<file path="src/rtl/gbmd_pkg.sv">
`default_nettype none

package gbmd_pkg;

  // field widths of the channels
  localparam int unsigned CellW      = 8;
  localparam int unsigned IndexW     = 16;
  localparam int unsigned WallW      = 17;

  // configuration register widths
  localparam int unsigned BlockCfgW  = 5;
  localparam int unsigned FineCfgW   = 13;
  localparam int unsigned CoarseCfgW = 9;
  localparam int unsigned CfgIdxW    = 3;
  localparam int unsigned CfgDataW   = 13;

  // per-column occupied count, wraps at this width
  localparam int unsigned CntW       = 9;

  // coarse row limit and the row counter that must also hold the limit itself
  localparam int unsigned CoarseHLimit = 256;
  localparam int unsigned RowW         = 9;

  localparam logic [CellW-1:0] Occupied = 8'd100;

  // register reset values
  localparam logic [BlockCfgW-1:0]  BlockWRst  = 5'd10;
  localparam logic [BlockCfgW-1:0]  BlockHRst  = 5'd10;
  localparam logic [FineCfgW-1:0]   FineWRst   = 13'd2560;
  localparam logic [CoarseCfgW-1:0] CoarseWRst = 9'd256;
  localparam logic [CoarseCfgW-1:0] CoarseHRst = 9'd256;

  typedef enum logic [CfgIdxW-1:0] {
    CFG_BLOCK_W       = 3'd0,
    CFG_BLOCK_H       = 3'd1,
    CFG_FINE_WIDTH    = 3'd2,
    CFG_COARSE_WIDTH  = 3'd3,
    CFG_COARSE_HEIGHT = 3'd4
  } cfg_reg_e;

  typedef struct packed {
    logic [IndexW-1:0] coarse_index;
    logic              is_wall;
    logic [WallW-1:0]  wall_total;
    logic              grid_done;
  } result_t;

endpackage

`default_nettype wire

</file>
<file path="src/rtl/gbmd_intf.sv">
`default_nettype none

interface gbmd_in_if;
  import gbmd_pkg::*;

  logic                    valid;
  logic                    ready;
  logic signed [CellW-1:0] cell_value;
  logic                    frame_start;

  modport source (output valid, output cell_value, output frame_start, input ready);
  modport sink   (input valid, input cell_value, input frame_start, output ready);
endinterface

interface gbmd_out_if;
  import gbmd_pkg::*;

  logic              valid;
  logic              ready;
  logic [IndexW-1:0] coarse_index;
  logic              is_wall;
  logic [WallW-1:0]  wall_total;
  logic              grid_done;

  modport source (output valid, output coarse_index, output is_wall, output wall_total,
                  output grid_done, input ready);
  modport sink   (input valid, input coarse_index, input is_wall, input wall_total,
                  input grid_done, output ready);
endinterface

interface gbmd_cfg_if;
  import gbmd_pkg::*;

  logic                valid;
  logic                ready;
  logic [CfgIdxW-1:0]  index;
  logic [CfgDataW-1:0] data;

  modport source (output valid, output index, output data, input ready);
  modport sink   (input valid, input index, input data, output ready);
endinterface

`default_nettype wire

</file>
<file path="src/rtl/grid_block_majority_downsample_unit.sv">
`default_nettype none

// channel  | role   | payload
// ---------+--------+---------------------------------------------------
// cell_i   | sink   | cell_value (signed 8), frame_start
// res_o    | source | coarse_index (16), is_wall, wall_total (17), grid_done
// cfg_i    | sink   | index (3), data (13); always ready
//
// one cell request per clock while cell_i.ready is high; the column count memory is
// read on accept and written back in the following cycle, so the read-modify-write
// pipeline sets the rate; a result passes the update stage and the result buffer
// before it shows at res_o; after reset a clearing pass zeroes the count memory
// with cell_i.ready low; configuration writes are taken during it
// results queue in a two-entry buffer; cell_i.ready drops when the buffer and the
// update stage together hold two requests and no result leaves in that cycle

module grid_block_majority_downsample_unit #(
  parameter int unsigned MAX_COARSE_WIDTH = 256,
  parameter int unsigned MAX_BLOCK        = 16,
  parameter int unsigned MAX_FINE_WIDTH   = 4096
) (
  input  wire       clk_i,
  input  wire       rst_ni,
  gbmd_in_if.sink   cell_i,
  gbmd_out_if.source res_o,
  gbmd_cfg_if.sink  cfg_i
);
  import gbmd_pkg::*;

  // counter widths (value below the limit) and clamped value widths (limit itself)
  localparam int unsigned FxW  = (MAX_FINE_WIDTH > 1) ? $clog2(MAX_FINE_WIDTH) : 1;
  localparam int unsigned BiW  = (MAX_BLOCK > 1) ? $clog2(MAX_BLOCK) : 1;
  localparam int unsigned CcW  = (MAX_COARSE_WIDTH > 1) ? $clog2(MAX_COARSE_WIDTH) : 1;
  localparam int unsigned BvW  = $clog2(MAX_BLOCK + 1);
  localparam int unsigned CwvW = $clog2(MAX_COARSE_WIDTH + 1);
  localparam int unsigned PW   = CwvW + BvW;
  localparam int unsigned CmpW = (FxW > PW) ? FxW : PW;
  localparam int unsigned AW0  = 2 * BvW;
  localparam int unsigned AW   = (AW0 > CntW + 1) ? AW0 : CntW + 1;
  localparam int unsigned IW0  = RowW + CwvW + 1;
  localparam int unsigned IW   = (IW0 > IndexW) ? IW0 : IndexW;

  // configuration registers
  logic [BlockCfgW-1:0]  block_w_q, block_h_q;
  logic [FineCfgW-1:0]   fine_w_q;
  logic [CoarseCfgW-1:0] coarse_w_q, coarse_h_q;

  assign cfg_i.ready = 1'b1;

  always_ff @(posedge clk_i or negedge rst_ni) begin
    if (!rst_ni) begin
      block_w_q  <= BlockWRst;
      block_h_q  <= BlockHRst;
      fine_w_q   <= FineWRst;
      coarse_w_q <= CoarseWRst;
      coarse_h_q <= CoarseHRst;
    end else if (cfg_i.valid) begin
      unique case (cfg_reg_e'(cfg_i.index))
        CFG_BLOCK_W:       block_w_q  <= cfg_i.data[BlockCfgW-1:0];
        CFG_BLOCK_H:       block_h_q  <= cfg_i.data[BlockCfgW-1:0];
        CFG_FINE_WIDTH:    fine_w_q   <= cfg_i.data[FineCfgW-1:0];
        CFG_COARSE_WIDTH:  coarse_w_q <= cfg_i.data[CoarseCfgW-1:0];
        CFG_COARSE_HEIGHT: coarse_h_q <= cfg_i.data[CoarseCfgW-1:0];
        default: ;
      endcase
    end
  end

  // saturated register values, minus one, so zero acts as one
  logic [BiW-1:0]  bw_m1, bh_m1;
  logic [FxW-1:0]  fw_m1;
  logic [CcW-1:0]  cw_m1;
  logic [RowW-1:0] ch_m1;
  logic [BvW-1:0]  bw, bh;
  logic [CwvW-1:0] cw;
  logic [PW-1:0]   cover_w;
  logic [AW0-1:0]  area;

  always_comb begin
    if (block_w_q == '0) bw_m1 = '0;
    else if (block_w_q > MAX_BLOCK) bw_m1 = BiW'(MAX_BLOCK - 1);
    else bw_m1 = BiW'(block_w_q - 1'b1);

    if (block_h_q == '0) bh_m1 = '0;
    else if (block_h_q > MAX_BLOCK) bh_m1 = BiW'(MAX_BLOCK - 1);
    else bh_m1 = BiW'(block_h_q - 1'b1);

    if (fine_w_q == '0) fw_m1 = '0;
    else if (fine_w_q > MAX_FINE_WIDTH) fw_m1 = FxW'(MAX_FINE_WIDTH - 1);
    else fw_m1 = FxW'(fine_w_q - 1'b1);

    if (coarse_w_q == '0) cw_m1 = '0;
    else if (coarse_w_q > MAX_COARSE_WIDTH) cw_m1 = CcW'(MAX_COARSE_WIDTH - 1);
    else cw_m1 = CcW'(coarse_w_q - 1'b1);

    if (coarse_h_q == '0) ch_m1 = '0;
    else if (coarse_h_q > CoarseHLimit) ch_m1 = RowW'(CoarseHLimit - 1);
    else ch_m1 = RowW'(coarse_h_q - 1'b1);

    bw      = BvW'(bw_m1) + 1'b1;
    bh      = BvW'(bh_m1) + 1'b1;
    cw      = CwvW'(cw_m1) + 1'b1;
    cover_w = PW'(cw) * PW'(bw);
    area    = AW0'(bw) * AW0'(bh);
  end

  // position state
  logic [FxW-1:0]  fine_x_q, fine_x_d;
  logic [BiW-1:0]  row_in_q, row_in_d;
  logic [BiW-1:0]  col_in_q, col_in_d;
  logic [CcW-1:0]  ccol_q, ccol_d;
  logic [RowW-1:0] crow_q, crow_d;
  logic [WallW-1:0] wall_q, wall_d;

  // clearing pass
  logic           clr_active_q;
  logic [CcW-1:0] clr_addr_q;

  // read-modify-write stage
  logic              s1_valid_q, s1_fs_q, s1_write_q, s1_first_q, s1_occ_q;
  logic              s1_emit_q, s1_last_q;
  logic [CcW-1:0]    s1_addr_q;
  logic [IndexW-1:0] s1_index_q;
  logic [AW0-1:0]    s1_area_q;

  // result buffer
  result_t    fifo_q [2];
  logic       wr_ptr_q, rd_ptr_q;
  logic [1:0] fifo_cnt_q;
  logic       push, pop;

  logic accept;
  logic [2:0] occupancy;

  assign pop       = res_o.valid && res_o.ready;
  assign occupancy = 3'(fifo_cnt_q) + 3'(s1_valid_q);
  assign cell_i.ready = !clr_active_q && ((occupancy < 3'd2) || (occupancy == 3'd2 && pop));
  assign accept    = cell_i.valid && cell_i.ready;

  // stage 0: position update, memory read address
  logic           fs, occ, active, in_cover, first, emit, last;
  logic [FxW-1:0] x0, fx;
  logic [BiW-1:0] rib0, cib0, rb, cb;
  logic [CcW-1:0] cc0, cc;
  logic [RowW-1:0] row0;
  logic [IW-1:0]  idx_full;

  always_comb begin
    fs   = cell_i.frame_start;
    occ  = (cell_i.cell_value == Occupied);
    x0   = fs ? '0 : fine_x_q;
    rib0 = fs ? '0 : row_in_q;
    cib0 = fs ? '0 : col_in_q;
    cc0  = fs ? '0 : ccol_q;
    row0 = fs ? '0 : crow_q;

    fx = (x0 > fw_m1) ? fw_m1 : x0;
    rb = (rib0 > bh_m1) ? bh_m1 : rib0;
    cb = (cib0 > bw_m1) ? bw_m1 : cib0;
    cc = (cc0 > cw_m1) ? cw_m1 : cc0;

    active   = (row0 <= ch_m1);
    in_cover = active && (CmpW'(fx) < CmpW'(cover_w));
    first    = (rb == '0) && (cb == '0);
    emit     = in_cover && (rb == bh_m1) && (cb == bw_m1);
    last     = (cc == cw_m1) && (row0 == ch_m1);

    idx_full = IW'(row0) * IW'(cw) + IW'(cc);

    fine_x_d = fine_x_q;
    row_in_d = row_in_q;
    col_in_d = col_in_q;
    ccol_d   = ccol_q;
    crow_d   = crow_q;

    if (active) begin
      fine_x_d = fx;
      row_in_d = rb;
      col_in_d = cb;
      ccol_d   = cc;
      crow_d   = row0;
      if (in_cover) begin
        if (cb == bw_m1) begin
          col_in_d = '0;
          if (cc < cw_m1) ccol_d = cc + 1'b1;
        end else begin
          col_in_d = cb + 1'b1;
        end
      end
      if (fx == fw_m1) begin
        fine_x_d = '0;
        col_in_d = '0;
        ccol_d   = '0;
        if (rb == bh_m1) begin
          row_in_d = '0;
          crow_d   = row0 + 1'b1;
        end else begin
          row_in_d = rb + 1'b1;
        end
      end else begin
        fine_x_d = fx + 1'b1;
      end
    end
  end

  always_ff @(posedge clk_i or negedge rst_ni) begin
    if (!rst_ni) begin
      fine_x_q <= '0;
      row_in_q <= '0;
      col_in_q <= '0;
      ccol_q   <= '0;
      crow_q   <= '0;
    end else if (accept) begin
      fine_x_q <= fine_x_d;
      row_in_q <= row_in_d;
      col_in_q <= col_in_d;
      ccol_q   <= ccol_d;
      crow_q   <= crow_d;
    end
  end

  always_ff @(posedge clk_i or negedge rst_ni) begin
    if (!rst_ni) begin
      s1_valid_q <= 1'b0;
    end else begin
      s1_valid_q <= accept;
    end
  end

  always_ff @(posedge clk_i) begin
    if (accept) begin
      s1_fs_q    <= fs;
      s1_write_q <= in_cover;
      s1_first_q <= first;
      s1_occ_q   <= occ;
      s1_emit_q  <= emit;
      s1_last_q  <= last;
      s1_addr_q  <= cc;
      s1_index_q <= idx_full[IndexW-1:0];
      s1_area_q  <= area;
    end
  end

  // column count memory
  logic [CntW-1:0] col_cnt_q [MAX_COARSE_WIDTH];
  logic [CntW-1:0] rdata_q;
  logic            mem_we;
  logic [CcW-1:0]  mem_wa;
  logic [CntW-1:0] mem_wd;

  always_ff @(posedge clk_i) begin
    if (accept && in_cover) rdata_q <= col_cnt_q[cc];
    if (mem_we) col_cnt_q[mem_wa] <= mem_wd;
  end

  always_ff @(posedge clk_i or negedge rst_ni) begin
    if (!rst_ni) begin
      clr_active_q <= 1'b1;
      clr_addr_q   <= '0;
    end else if (clr_active_q) begin
      clr_addr_q <= clr_addr_q + 1'b1;
      if (clr_addr_q == CcW'(MAX_COARSE_WIDTH - 1)) clr_active_q <= 1'b0;
    end
  end

  // stage 1: count update with forwarding of the write from the cycle before
  logic            fwd_valid_q;
  logic [CcW-1:0]  fwd_addr_q;
  logic [CntW-1:0] fwd_cnt_q;
  logic [CntW-1:0] base, cnt;
  logic            s1_wr, wall;
  result_t         res;

  always_comb begin
    s1_wr = s1_valid_q && s1_write_q;
    if (s1_first_q) base = '0;
    else if (fwd_valid_q && fwd_addr_q == s1_addr_q) base = fwd_cnt_q;
    else base = rdata_q;
    cnt  = base + CntW'(s1_occ_q);
    wall = (AW'({cnt, 1'b0}) >= AW'(s1_area_q));

    wall_d = (s1_fs_q ? '0 : wall_q) + WallW'(s1_emit_q && wall);

    mem_we = clr_active_q || s1_wr;
    mem_wa = clr_active_q ? clr_addr_q : s1_addr_q;
    mem_wd = clr_active_q ? '0 : cnt;

    res.coarse_index = s1_index_q;
    res.is_wall      = wall;
    res.wall_total   = wall_d;
    res.grid_done    = s1_last_q;
  end

  assign push = s1_valid_q && s1_emit_q;

  always_ff @(posedge clk_i or negedge rst_ni) begin
    if (!rst_ni) begin
      wall_q      <= '0;
      fwd_valid_q <= 1'b0;
    end else begin
      if (s1_valid_q) wall_q <= wall_d;
      fwd_valid_q <= s1_wr;
    end
  end

  always_ff @(posedge clk_i) begin
    if (s1_wr) begin
      fwd_addr_q <= s1_addr_q;
      fwd_cnt_q  <= cnt;
    end
  end

  // result buffer
  always_ff @(posedge clk_i or negedge rst_ni) begin
    if (!rst_ni) begin
      wr_ptr_q   <= 1'b0;
      rd_ptr_q   <= 1'b0;
      fifo_cnt_q <= '0;
    end else begin
      if (push) wr_ptr_q <= ~wr_ptr_q;
      if (pop) rd_ptr_q <= ~rd_ptr_q;
      fifo_cnt_q <= fifo_cnt_q + 2'(push) - 2'(pop);
    end
  end

  always_ff @(posedge clk_i) begin
    if (push) fifo_q[wr_ptr_q] <= res;
  end

  assign res_o.valid        = (fifo_cnt_q != '0);
  assign res_o.coarse_index = fifo_q[rd_ptr_q].coarse_index;
  assign res_o.is_wall      = fifo_q[rd_ptr_q].is_wall;
  assign res_o.wall_total   = fifo_q[rd_ptr_q].wall_total;
  assign res_o.grid_done    = fifo_q[rd_ptr_q].grid_done;

`ifndef NO_ASSERTIONS
  a_no_overflow: assert property (@(posedge clk_i) disable iff (!rst_ni)
    push && fifo_cnt_q == 2'd2 |-> pop)
    else $error("result buffer overflow");

  a_no_accept_in_clear: assert property (@(posedge clk_i) disable iff (!rst_ni)
    clr_active_q |-> !accept)
    else $error("request accepted during clearing pass");

  a_stage_follows_accept: assert property (@(posedge clk_i) disable iff (!rst_ni)
    s1_valid_q |-> $past(accept))
    else $error("update stage without accepted request");

  a_emit_writes: assert property (@(posedge clk_i) disable iff (!rst_ni)
    s1_valid_q && s1_emit_q |-> s1_write_q)
    else $error("result from a cell outside coverage");

  a_wall_step: assert property (@(posedge clk_i) disable iff (!rst_ni)
    s1_valid_q && !s1_fs_q && !clr_active_q |=> wall_q == $past(wall_q) ||
      wall_q == $past(wall_q) + 1'b1)
    else $error("wall total moved by more than one");
`endif

endmodule

`default_nettype wire

</file>
<file path="src/flat_wrapper.sv">
// flat-port wrapper written by rule: the top's interface ports become plain ports
module grid_block_majority_downsample_unit_flat import gbmd_pkg::*;
#(
  parameter int unsigned MAX_COARSE_WIDTH = 256,
  parameter int unsigned MAX_BLOCK        = 16,
  parameter int unsigned MAX_FINE_WIDTH   = 4096
)
  (clk_i, rst_ni, cell_i_valid, cell_i_cell_value, cell_i_frame_start, cell_i_ready, res_o_valid, res_o_coarse_index, res_o_is_wall, res_o_wall_total, res_o_grid_done, res_o_ready, cfg_i_valid, cfg_i_index, cfg_i_data, cfg_i_ready);
  gbmd_in_if cell_i_i ();
  gbmd_out_if res_o_i ();
  gbmd_cfg_if cfg_i_i ();
  input  wire clk_i;
  input  wire rst_ni;
  input wire logic [$bits(cell_i_i.valid)-1:0] cell_i_valid;
  input wire logic [$bits(cell_i_i.cell_value)-1:0] cell_i_cell_value;
  input wire logic [$bits(cell_i_i.frame_start)-1:0] cell_i_frame_start;
  output wire logic [$bits(cell_i_i.ready)-1:0] cell_i_ready;
  output wire logic [$bits(res_o_i.valid)-1:0] res_o_valid;
  output wire logic [$bits(res_o_i.coarse_index)-1:0] res_o_coarse_index;
  output wire logic [$bits(res_o_i.is_wall)-1:0] res_o_is_wall;
  output wire logic [$bits(res_o_i.wall_total)-1:0] res_o_wall_total;
  output wire logic [$bits(res_o_i.grid_done)-1:0] res_o_grid_done;
  input wire logic [$bits(res_o_i.ready)-1:0] res_o_ready;
  input wire logic [$bits(cfg_i_i.valid)-1:0] cfg_i_valid;
  input wire logic [$bits(cfg_i_i.index)-1:0] cfg_i_index;
  input wire logic [$bits(cfg_i_i.data)-1:0] cfg_i_data;
  output wire logic [$bits(cfg_i_i.ready)-1:0] cfg_i_ready;
  assign cell_i_i.valid = cell_i_valid;
  assign cell_i_i.cell_value = cell_i_cell_value;
  assign cell_i_i.frame_start = cell_i_frame_start;
  assign cell_i_ready = cell_i_i.ready;
  assign res_o_valid = res_o_i.valid;
  assign res_o_coarse_index = res_o_i.coarse_index;
  assign res_o_is_wall = res_o_i.is_wall;
  assign res_o_wall_total = res_o_i.wall_total;
  assign res_o_grid_done = res_o_i.grid_done;
  assign res_o_i.ready = res_o_ready;
  assign cfg_i_i.valid = cfg_i_valid;
  assign cfg_i_i.index = cfg_i_index;
  assign cfg_i_i.data = cfg_i_data;
  assign cfg_i_ready = cfg_i_i.ready;
  grid_block_majority_downsample_unit #(.MAX_COARSE_WIDTH(MAX_COARSE_WIDTH), .MAX_BLOCK(MAX_BLOCK), .MAX_FINE_WIDTH(MAX_FINE_WIDTH)) u_core (.clk_i(clk_i), .rst_ni(rst_ni), .cell_i(cell_i_i), .res_o(res_o_i), .cfg_i(cfg_i_i));
endmodule
</file>
<file path="config.mk">
export PLATFORM = sky130hd
export DESIGN_NAME = grid_block_majority_downsample_unit_flat
export DESIGN_NICKNAME = d
export VERILOG_FILES = /design/src/rtl/gbmd_pkg.sv /design/src/rtl/gbmd_intf.sv /design/src/rtl/grid_block_majority_downsample_unit.sv /design/src/flat_wrapper.sv
export SDC_FILE = /design/constraint.sdc
export NUM_CORES = 2
export LEC_CHECK = 0
export BUFFER_PORTS_ARGS = -buffer_cell sky130_fd_sc_hd__buf_2
export CORE_AREA = 2 2 343 600
export DETAILED_ROUTE_END_ITERATION = 8
export DIE_AREA = 0 0 345 602
export PLACE_DENSITY = 0.7
export SETUP_SLACK_MARGIN = 0.05
export SLEW_MARGIN = 40
export SYNTH_ARGS = -nofsm -noshare
export SYNTH_HDL_FRONTEND = slang
export SYNTH_SLANG_ARGS = --single-unit
</file>
<file path="constraint.sdc">
create_clock -name clk_i -period 11.62 [get_ports clk_i]
set_input_delay 2.324 -clock clk_i [delete_from_list [all_inputs] [get_ports clk_i]]
set_output_delay 2.324 -clock clk_i [all_outputs]
set_load 0.02 [all_outputs]
</file>
# Yosys cells after proc, flatten, opt, wreduce, memory -nomap -nowiden
# Memories as Yosys holds them, arrays and structs flattened. A register that Yosys moved wholly into a read port is not among the register bits.
# Index checks and enable logic that the tools add are counted.
word_totals:
  regBits: 167
  latchBits: 0
  ram_bits: 2374
  rom_bits: 0
  input_bits: 30
  output_inout_bits: 38
  wordCells: 157
  mem_count: 2
classes:
  addsub: 20
  n_mul: 3
  div: 0
  magnitude_cmp: 14
  eq_ne: 13
  n_shift: 0
  muxes: 42
  bitwise: 2
  reduce_logical: 32
memory_table:
  columns: ["name", "depth", "width", "rd", "rd_clocked_by_memory_dff", "write_ports", "line", "rtl"]
  rows:
  - ["u_core.col_cnt_q", 256, 9, 1, 1, 1, "grid_block_majority_downsample_unit.sv:245", "logic [CntW-1:0] col_cnt_q [MAX_COARSE_WIDTH];"]
  - ["u_core.fifo_q", 2, 35, 1, 0, 1, "grid_block_majority_downsample_unit.sv:127", "result_t fifo_q [2];"]
op_table:
  columns: ["operator", "n"]
  rows:
  - ["8-bit 2-to-1 mux", 9]
  - ["9-bit 2-to-1 mux", 8]
  - ["12-bit 2-to-1 mux", 5]
  - ["4-bit 2-to-1 mux", 13]
  - ["9-bit greater-than comparator (second input constant)", 2]
  - ["9-bit logical NOT", 2]
  - ["17-bit by 1-bit adder with 17-bit output", 1]
  - ["17-bit 2-to-1 mux", 1]
  - ["16-bit by 8-bit adder with 16-bit output", 1]
  - ["8-bit by 1-bit adder with 8-bit output (second input constant)", 2]
  - ["8-bit == test", 2]
  - ["9-bit by 9-bit multiplier with 16-bit output", 1]
  - ["1-bit logical AND", 14]
  - ["12-bit by 14-bit less-than comparator with 1-bit output", 1]
  - ["9-bit by 5-bit multiplier with 14-bit output", 1]
  - ["13-bit greater-than comparator (second input constant)", 1]
  - ["13-bit logical NOT", 1]
  - ["12-bit by 1-bit adder with 12-bit output (second input constant)", 1]
  - ["12-bit == test", 1]
  - ["12-bit greater-than comparator", 1]
  - ["2-bit AND reduction", 6]
  - ["12-bit by 1-bit subtractor with 12-bit output (second input constant)", 1]
  - ["4-bit by 1-bit adder with 5-bit output (second input constant)", 2]
  - ["10-bit greater-or-equal comparator", 1]
  - ["32 further kinds", 48]

# Logic depth before layout (Yosys ltp)
logic_depth:
  ltp_word: 10
  ltp_mapped: 36

# Worst setup path before layout
# No wires, ideal clock.
synth_path:
  path_type: "reg2reg"
  start: "reg u_core.s1_addr_q[2]"
  end: "mem u_core.col_cnt_q[0][5] (data pin)"
  setup_ps: 1450
  t_arrival_ps: 8552
  required_ps: 10170
  slack_ps: 1617
  stages_incl_launch_ff: 11
  n_path_buf: 1
  path_cell_list: "edfxtp_1 xnor2_1 nand4_1 nor3_1 buf_1 mux2i_1 nor2_1 nand3_1 or2_2 xnor2_1 nor2b_1"
synth_via:
  elab_chain_len: 6
synth_lines:
  columns: ["item", "line", "rtl"]
  rows:
  - ["from (decl)", "grid_block_majority_downsample_unit.sv:122", "logic [CcW-1:0] s1_addr_q;"]
  - ["from (signal assigned)", "grid_block_majority_downsample_unit.sv:238", "s1_addr_q <= cc;"]
  - ["8-bit == test", "grid_block_majority_downsample_unit.sv:277", "else if (fwd_valid_q && fwd_addr_q == s1_addr_q) base = fwd_cnt_q;"]
  - ["1-bit logical AND", "grid_block_majority_downsample_unit.sv:277", null]
  - ["9-bit 2-to-1 mux", "grid_block_majority_downsample_unit.sv:277", null]
  - ["9-bit 2-to-1 mux", "grid_block_majority_downsample_unit.sv:276", "if (s1_first_q) base = '0;"]
  - ["9-bit by 1-bit adder with 9-bit output", "grid_block_majority_downsample_unit.sv:279", "cnt = base + CntW'(s1_occ_q);"]
  - ["net u_core.cnt[5]", "grid_block_majority_downsample_unit.sv:270", "logic [CntW-1:0] base, cnt;"]
  - ["9-bit 2-to-1 mux", "grid_block_majority_downsample_unit.sv:286", "mem_wd = clr_active_q ? '0 : cnt;"]
  - ["net u_core.mem_wd[5]", "grid_block_majority_downsample_unit.sv:249", "logic [CntW-1:0] mem_wd;"]
  - ["to (decl)", "grid_block_majority_downsample_unit.sv:245", null]
# The timed path passes the listed nets, and every way through them passes these cells.

# Final worst setup path
layout_path:
  start: "in cell_i_frame_start"
  end: "reg u_core.s1_index_q[14] (data pin)"
layout_via:
  elab_chain_len: 4
layout_lines:
  columns: ["item", "line", "rtl"]
  rows:
  - ["from (decl)", "flat_wrapper.sv:16", "input wire logic [$bits(cell_i_i.frame_start)-1:0] cell_i_frame_start;"]
  - ["8-bit 2-to-1 mux (*)", "grid_block_majority_downsample_unit.sv:154", "cc0 = fs ? '0 : ccol_q;"]
  - ["8-bit greater-than comparator", "grid_block_majority_downsample_unit.sv:160", "cc = (cc0 > cw_m1) ? cw_m1 : cc0;"]
  - ["8-bit 2-to-1 mux (*)", "grid_block_majority_downsample_unit.sv:160", null]
  - ["net u_core.cc[4]", "grid_block_majority_downsample_unit.sv:144", "logic [CcW-1:0] cc0, cc;"]
  - ["16-bit by 8-bit adder with 16-bit output (*)", "grid_block_majority_downsample_unit.sv:168", "idx_full = IW'(row0) * IW'(cw) + IW'(cc);"]
  - ["net u_core.idx_full[14]", "grid_block_majority_downsample_unit.sv:146", "logic [IW-1:0] idx_full;"]
  - ["to (signal assigned)", "grid_block_majority_downsample_unit.sv:239", "s1_index_q <= idx_full[IndexW-1:0];"]
  - ["to (decl)", "grid_block_majority_downsample_unit.sv:123", "logic [IndexW-1:0] s1_index_q;"]
# Mark *: on every way through the listed nets, which the timed path passes. The rest lies on a longest branch.
# A chain may end at the register's enable or synchronous reset.

==> flow_summary.toml <==
[timing]
skew_ns = 0.0468
hold_viol = 0
finalCritPeriodShare = 0.798
rsz0062_at_grt = "false"
finalSetupTns_ns = 0
slew_viol_final = 0
relSlewSlack = 0.295
max_freq_ghz = 0.108
fin_crit_ns = 9.28
finalSetupViolCount = 0
tightest_slew_ns = 1.06
whs_ns = 0.447

[layout]
nets = 8582
final_common_cell = "edfxtp_1"
area_growth_pct = 10.4
finish.instance_area_um2 = 123000
drive_gt1_frac = 0.126
layout_common_cells = "edfxtp_1 (2440), nand2_1 (1420), mux2i_1 (434)"
fillers = 15075

[placement]
port_buffers = 66
routabilityCongestion = 0.943
dp_hpwl_um = 209000
placed_area_um2 = 115000

[drt]
vias = 72733
first_pass_iters = 8
drc = 0
wl_per_cell_um = 30.3
viasPerCell = 6.54
first_iter_violations = 9091
drt.antenna.violating_nets = 0
wl_um = 337000

[floorplanning]
io_pins = 68
die_h_um = 602
fp-row-count = 219
die_w_um = 345
coreArea_um2 = 203000
start_util = 0.548
die_area_um2 = 208000

[yosys]
synth_cell_types = 104
synth-main-ff-cell = "edfxtp_1"
synth_edf_count = 2440
ys_ff_latch = 2550
syn_inst = 8313
synth_area_um2 = 111000
async_flop_share = 0.0431
synth_seq_area_share = 0.685
ys_warn_count = 0
synth_area_per_cell_um2 = 13.4

[clock_network]
cts_sinks = 2550
root_buffer = "clkbuf_16"
cts_hold_buffers = 0
cts.path.max_buffers = 4
cts_tree = "built"
clk_pin_slew_worst_paths_ns = 0.06
numCtsBuffers = 217
clk_latency_ns = 0.90
cts.repair.resized = 0
htreeDepth = 4
post_cts_buffers = 0

[setup_path]
rr_worst_depth = 30
cp_max_fo = 25
arrival_ns = 9.90
reg2reg_to = "u_core.col_in_q[3]"
r2r_start = "u_core.coarse_w_q[0]"
worst_setup_path_start_kind = "primary input"
path_class = "in -> reg"
critical_path_required_ns = 12.25
cp-end-kind = "flip-flop"
reg2reg_setup_slack_ns = 2.54

[global_routing]
grt_util_all_layers = 0.320
grt_antenna_before_repair = 13
grt_max_degree = 185
grt-ovfl-total = 0
grt_pass1_wl_um = 487000
grt_pass1_vias = 72250

[min_path]
min_to = "u_core.fifo_q[1][31]"
holdPathStages = 0
hold_path.startpoint = "u_core.s1_index_q[12]"
hp-class = "reg -> reg"

[power]
p_leak_nw = 42.6
power_per_cell_area_nw_per_um2 = 220
peakVddDrop_mv = 0.316
p_total_mw = 27.0

[flow_run]
cap_violations = 0

[run_status]
status = "complete, no violations"
logic make-up (layout without fill, tap and decap cells):
group                    count (synthesis)  count (layout)  synth area share
XOR/XNOR                               135             135            0.0106
buffers and inverters                  733             886            0.0288
AND/OR/NAND/NOR                       2733            2733             0.109
multiplexers                           532             532            0.0491
adder cells (fa/ha/maj)                263             263            0.0352
AO/OA/AOI/OAI                         1366            1366            0.0824
flip-flops                            2550            2550             0.685
other                                    1               8         0.0000338
metrics by stage:
step                      utilization  instances  setup WS (ns)
after floorplan                     -       8314           1.62
after detailed placement        0.569      10719           1.54
after global routing            0.605      11120           1.92
final                           0.605      11125           2.34
after global placement          0.564      10707          0.975
after CTS                       0.603      11112           2.39
final cells by class:
| type | instances | area [um2] | area share |
|---|---|---|---|
| inverters | 216 | 833 | 0.00679 |
| clock inverters | 124 | 1170 | 0.00955 |
| repair buffers | 277 | 2470 | 0.0201 |
| multi-input cells | 5031 | 33100 | 0.270 |
| clock buffers | 269 | 5740 | 0.0468 |
| flip-flops and latches | 2550 | 76000 | 0.620 |
| diodes | 6 | 15.0 | 0.000122 |
| well taps | 2652 | 3320 | 0.0271 |
cell usage after synthesis, drive strengths merged, types with 83 or more instances:
master	n	area (um2)
nand2	1439	5420
a21oi	344	1740
nand3	361	1820
o21ai	198	1000
o22ai	110	694
xnor2	88	771
and3	144	901
a31oi	136	857
a211oi	155	1180
buf	262	1430
dfrtp	101	2530
mux2	96	1080
fa	83	1660
edfxtp	2440	73300
nor2	420	1580
mux2i	436	4360
ha	176	2200
inv	211	792
nor4	109	694
clkbuf	255	957
registers in the layout, indices dropped and copies added, names as in the netlist, 2 cells and up:
register	cells
u_core.s1_index_q	16
u_core.s1_area_q	10
u_core.coarse_w_q	9
u_core.col_cnt_q	2304
u_core.rdata_q	9
u_core.block_w_q	5
u_core.fine_x_q	12
u_core.row_in_q	4
u_core.crow_q	9
u_core.fifo_q	70
u_core.clr_addr_q	8
u_core.fwd_addr_q	8
u_core.fwd_cnt_q	9
u_core.s1_addr_q	8
u_core.block_h_q	5
u_core.ccol_q	8
u_core.fine_w_q	13
u_core.col_in_q	4
u_core.coarse_h_q	9
u_core.wall_q	17
u_core.fifo_cnt_q	2
worst max-delay path: stages:
cell and delay, ns:
buf_2 0.46, inv_1 0.37, buf_4 0.30, nand2_1 0.09, buf_4 0.28, inv_1 0.33
ha_1 0.39, and3_1 0.21, a221o_1 0.24, a21o_1 0.49, nand2_1 0.60, buf_4 0.42
o21ai_0 0.42, inv_1 0.21, fa_1 0.58, inv_1 0.04, ha_1 0.31, inv_1 0.07
o21bai_1 0.07, a21oi_1 0.25, o21bai_1 0.10, a21oi_1 0.24, o21bai_1 0.12, a2111o_1 0.44
a31o_2 0.24, a21oi_1 0.17, xnor2_1 0.09
layer usage:
layer | global-route usage | up-vias | wire (um)
met3 | 0.0625 | 1206 | 32500
met5 | 0 | - | 65
li1 | - | 31009 | -
met4 | 0.255 | 10 | 30600
met2 | 0.535 | 4365 | 164000
met1 | 0.359 | 36143 | 109000
power by group:
part	internal, mW	switching [mW]
clock network	3.97	3.29
logic	2.17	5.67
registers	11.7	0.194
total	17.9	9.15
how the worst max path moves through the flow:
stage                             start  depth (start not counted)                endpoint  slack, ns
global route         cell_i_frame_start                         27   u_core.s1_index_q[14]       1.92
floorplan           u_core.s1_addr_q[2]                         10  u_core.col_cnt_q[0][5]       1.62
global placement     cell_i_frame_start                         19       u_core.rdata_q[8]       0.97
detailed placement   cell_i_frame_start                         22       u_core.rdata_q[2]       1.54
CTS                  cell_i_frame_start                         21       u_core.rdata_q[4]       2.39
finish               cell_i_frame_start                         27   u_core.s1_index_q[14]       2.34
No activity file was read; power rests on OpenSTA's default activity.
